[src/sv/rectify_map_nearest_search_top_macros.svh]
// Assertion macros for the rectify map nearest search block.
// Included by the top level; no other dependencies.
`ifndef RECTIFY_MAP_NEAREST_SEARCH_TOP_MACROS_SVH
`define RECTIFY_MAP_NEAREST_SEARCH_TOP_MACROS_SVH

`ifndef SYNTHESIS
// Check that prop holds at every clock edge outside reset.
`define RMNS_ASSERT(lbl, clk, rstn, prop) \
	lbl: assert property (@(posedge clk) disable iff (!rstn) (prop)) \
		else $error("rmns assertion failed");
// Check that cons holds in the cycle after ante.
`define RMNS_ASSERT_NEXT(lbl, clk, rstn, ante, cons) \
	lbl: assert property (@(posedge clk) disable iff (!rstn) (ante) |=> (cons)) \
		else $error("rmns assertion failed");
`else
`define RMNS_ASSERT(lbl, clk, rstn, prop)
`define RMNS_ASSERT_NEXT(lbl, clk, rstn, ante, cons)
`endif

`endif

[src/sv/rmns_pkg.sv]
// Shared constants and types for the rectify map nearest search block.
// No dependencies.
package rmns_pkg;

	localparam int IMG_WIDTH_DEF  = 320;
	localparam int IMG_HEIGHT_DEF = 240;

	localparam int CMD_W    = 2;
	localparam int ROW_W    = 8;
	localparam int COL_W    = 9;
	localparam int COORD_W  = 11;
	localparam int DIST_W   = 24;
	localparam int RADIUS_W = 6;

	localparam logic [RADIUS_W-1:0] RADIUS_RESET = 6'd30;
	localparam logic [DIST_W-1:0]   DIST_MAX     = 24'hFFFFFF;

	localparam logic [CMD_W-1:0] CMD_LOAD_REF = 2'd0;
	localparam logic [CMD_W-1:0] CMD_LOAD_QRY = 2'd1;
	localparam logic [CMD_W-1:0] CMD_QUERY    = 2'd2;

	typedef enum logic [2:0] {
		ST_IDLE,
		ST_QRD,
		ST_SETUP,
		ST_SCAN,
		ST_DRAIN,
		ST_DONE
	} rmns_state_t;

endpackage

[src/sv/rmns_dist.sv]
// Two-stage squared distance unit: squares, then saturating sum.
// Depends on rmns_pkg.
module rmns_dist (
	input  logic                                clk,
	input  logic                                arst_n,
	input  logic                                in_valid,
	input  logic signed [rmns_pkg::COORD_W-1:0] ref_x,
	input  logic signed [rmns_pkg::COORD_W-1:0] ref_y,
	input  logic signed [rmns_pkg::COORD_W-1:0] q_x,
	input  logic signed [rmns_pkg::COORD_W-1:0] q_y,
	output logic                                out_valid,
	output logic        [rmns_pkg::DIST_W-1:0]  sq_dist
);
	import rmns_pkg::*;

	localparam int SQ_W = 2 * (COORD_W + 1);

	logic signed [COORD_W:0] dx, dy;
	logic [SQ_W-1:0]         sq_x, sq_y;
	logic [SQ_W-1:0]         sq_x_s2, sq_y_s2;
	logic                    v_s2;
	logic [SQ_W:0]           sum;
	logic [DIST_W-1:0]       dist_s3;
	logic                    v_s3;

	always_comb begin
		dx   = (COORD_W+1)'(ref_x) - (COORD_W+1)'(q_x);
		dy   = (COORD_W+1)'(ref_y) - (COORD_W+1)'(q_y);
		sq_x = SQ_W'(dx * dx);
		sq_y = SQ_W'(dy * dy);
		sum  = (SQ_W+1)'(sq_x_s2) + (SQ_W+1)'(sq_y_s2);
	end

	always_ff @(posedge clk or negedge arst_n) begin
		if (!arst_n) begin
			v_s2 <= 1'b0;
			v_s3 <= 1'b0;
		end else begin
			v_s2 <= in_valid;
			v_s3 <= v_s2;
		end
	end

	always_ff @(posedge clk) begin
		sq_x_s2 <= sq_x;
		sq_y_s2 <= sq_y;
		// saturate at the top of the result range
		dist_s3 <= (sum > (SQ_W+1)'(DIST_MAX)) ? DIST_MAX : DIST_W'(sum);
	end

	assign out_valid = v_s3;
	assign sq_dist   = dist_s3;

endmodule

[config.mk]
export PLATFORM = sky130hd
export DESIGN_NAME = rmns_dist
export DESIGN_NICKNAME = d
export VERILOG_FILES = /design/src/sv/rectify_map_nearest_search_top_macros.svh /design/src/sv/rmns_pkg.sv /design/src/sv/rmns_dist.sv
export SDC_FILE = /design/constraint.sdc
export NUM_CORES = 1
export LEC_CHECK = 0
export BUFFER_PORTS_ARGS = -buffer_cell sky130_fd_sc_hd__buf_2
export CAP_MARGIN = 20
export CORE_MARGIN = 4
export CORE_UTILIZATION = 50
export DETAILED_ROUTE_END_ITERATION = 8
export PLACE_DENSITY_LB_ADDON = 0.05
export SYNTH_ARGS = -nofsm -noshare
export SYNTH_HDL_FRONTEND = slang
export SYNTH_SLANG_ARGS = --single-unit
export TNS_END_PERCENT = 50
[constraint.sdc]
create_clock -name clk -period 2.65 [get_ports clk]
set_input_delay 0.1325 -clock clk [delete_from_list [all_inputs] [get_ports clk]]
set_output_delay 0.1325 -clock clk [all_outputs]
set_load 0.02 [all_outputs]
==> metrics.md <==
| Metric | Value |
|---|---|
| CTS tree | built |
| Syn Nets | 1,872 |
| Die height | 170 um |
| CP Max Fanout | 4 |
| Clk Latency, worst-skew pair | 330 ps |
| Largest net degree at the start of global routing | 17 |
| Ys Warns | 0 |
| Initial antenna violation count | 0 |
| Die width | 170 um |
| Post-layout nets | 2,274 |
| Total GRT Usage | 21.0% |
| Setup WS pre-CTS | -3830 ps |
| Cell Area, Synth | 0.0131 mm^2 |
| Clk slew on worst S/H paths | 60 ps |
| Sink Count | 72 |
| Library cells used by synthesis | 64 |
| RR Startpoint | sq_x_s2[3]$_DFF_P_ |
| Gpl congestion | 0.870 |
| Status | finished, violations left |
| Crit Path Category | primary input to flip-flop |
| # Max-Cap Violations | 0 |
| Vias in the first global route | 11,100 |
| Slew @ Worst Pin | 451 ps |
| Max-slew violation count | 0 |
| IO Pins | 72 |
| Routed len/inst | 13.3 um |
| Detail Placement HPWL | 24.5 mm |
| First-pass GRT wire length | 50.3 mm |
| Slew Limit Headroom | 69.8% |
| Kind of end point of the critical path | flip-flop |
| Starting density of the core | 51.4% |
| Final wirelength | 28.8 mm |
| R2R Setup Slk | 150 ps |
| Worst EP required | 2900 ps |
| Sequential fraction of the synthesis area | 11.1% |
| Core box area | 0.0254 mm^2 |
| Most Frequent Cell on Critical Path | fa_1 |
| Worst hold slack | 119 ps |
| DRT Pass-1 Iters | 4 |
| Worst Path Arrival | 6240 ps |
| Maximum clock path buffer count | 2 |
| Via count | 10,400 |
| Worst min path class | primary input to asynchronous set/reset pin |
| CTS Buf Count | 9 |
| Antenna Violating Nets Remaining | 0 |
| Gate Count Post-Synth | 1,422 |
| Async set-or-reset flop fraction in the synthesized netlist | 2.78% |
| Slowest CP cell | fa_1 |
| Final setup viols | 40 |
| EDFF count, synth | 0 |
| RSZ-0062 raised after global routing | true |
| DRC viols | 0 |
| Fill cell count | 2,032 |
| Layout cells sized above 1 | 35.7% |
| Cell taking the most area after synthesis | fa_1 |
| Number of cells on the worst reg-to-reg path | 10 |
| Vias/cell | 4.81 |
| Failing checks | setup timing |
| Diodes inserted | 0 |
| CP peak stage delay | 550 ps |
| Remaining Overflow, GRT | 0 |
| Syn avg cell area | 9.18 um^2 |
| FF-to-FF End | sq_dist[14]$_SDFF_PN1_ |
| Synth Register Bits | 72 |
| Clock root cell | clkbuf_16 |
| Min Clock Period, post-route | 5990 ps |
| Startpoint Class | primary input |
| Die footprint | 0.0288 mm^2 |
| Post-route clock skew | 8.87 ps |
| # port buffers | 71 |
| DRT iter0 DRCs | 392 |
| Largest cells by area after synthesis | fa_1 38%, ha_1 15%, dfxtp_1 11% |
| Achievable Freq | 0.167 GHz |
| Final period util | 226% |
| Hold Fails Final Rpt | 0 |
| Area growth syn-to-layout | 37.0% |
| Final core utilization | 70.4% |
| Main synth FF type | dfxtp_1 |
| Row cnt | 58 |
| Top cell type's share of synthesized area | 37.9% |
| Final WS setup | -3340 ps |
| H-tree level count | 3 |
[worst max-delay path, delay by kind of cell]
| kind | cells | cell delay [ps] |
|---|---|---|
| XOR/XNOR | 2 | 330 |
| AND/OR/NAND/NOR | 3 | 400 |
| buffers and inverters | 7 | 520 |
| AO/OA/AOI/OAI | 10 | 1600 |
| adder cells (fa/ha/maj) | 8 | 3240 |
[cells in the mapped netlist, types with 12 or more instances]
| cell type | instances |
|---|---|
| inv_1 | 368 |
| fa_1 | 247 |
| ha_1 | 156 |
| nor2_1 | 121 |
| nand2_1 | 118 |
| dfxtp_1 | 70 |
| xnor2_1 | 58 |
| a21oi_1 | 51 |
| a21o_1 | 32 |
| o21ai_0 | 17 |
| xor2_1 | 15 |
| nor2b_1 | 14 |
| nor3_1 | 12 |
[stage by stage]
step           TNS [ps]  std cells  area (um^2)
3_3_place_gp    -124640       2091        16300
6_report        -107670       2159        17900
3_5_place_dp    -127520       2091        16300
5_1_grt         -117320       2159        17900
2_1_floorplan   -106450       1422        13400
4_1_cts         -108710       2133        17200
[placed cells by master (no fill, tap or decap), drive strengths merged, types with 3 or more instances in the layout]
master,count
buf,399
inv,379
fa,247
ha,156
nor2,122
nand2,118
dfxtp,70
xnor2,64
a21oi,55
a21o,32
o21ai,31
xor2,16
nor2b,14
nor3,13
o21a,11
clkbuf,10
clkinv,10
and2,9
nand3,8
or3,6
a31oi,5
o31ai,4
nand2b,4
o2111ai,4
o21bai,4
a211oi,4
a21boi,3
[how the worst max path moves through the flow]
stage                                to      from  cells after the start
floorplan           sq_y_s2[21]$_DFF_P_  ref_y[0]                     31
global placement    sq_y_s2[20]$_DFF_P_  ref_y[0]                     28
detailed placement  sq_y_s2[21]$_DFF_P_  ref_y[0]                     32
CTS                 sq_y_s2[23]$_DFF_P_  ref_y[0]                     33
global route        sq_y_s2[21]$_DFF_P_  ref_y[0]                     33
finish              sq_y_s2[21]$_DFF_P_  ref_y[0]                     30
[timing repair]
item	CTS	global route
setup buffers	25	28
pin swaps	99	101
cloned	0	0
resized for setup	94	115
endpoints found under the hold margin	3	0
setup endpoints to repair	40	41
hold buffers	2	0
[metal layers]
| layer | track usage [%] | part of all wire (%) |
|---|---|---|
| met3 | 3.28 | 3.4 |
| met2 | 35.1 | 50 |
| met1 | 30.1 | 46 |
| met4 | 2.14 | 0.63 |
| met5 | 0 | 0 |
[final cells by class]
| cell class | count | area, um^2 | share of cell area (%) |
|---|---|---|---|
| multi-input cells | 955 | 11200 | 62.8 |
| repair buffers | 401 | 2980 | 16.7 |
| inverters | 385 | 1480 | 8.29 |
| flip-flops and latches | 72 | 1450 | 8.12 |
| well taps | 330 | 413 | 2.31 |
| clock buffers | 10 | 229 | 1.28 |
| clock inverters | 6 | 91.3 | 0.511 |
[state kept, by name, indices dropped and copies added, names as in the netlist]
register and count:
sq_dist 24, sq_x_s2 23, sq_y_s2 23, out_valid 1
v_s2 1
[kinds of logic after synthesis]
group,synth area share [%]
buffers and inverters,11.5
DFF,11.1
muxes,0.153
and+or+nand+nor,9.92
adders and majority gates,52.8
AOI/OAI and AO/OA,8.65
xor gates and xnor gates,5.86
Power is left out: the tool's default activity adds up to more than one toggle a clock period on the data nets, which glitch-free logic cannot reach.
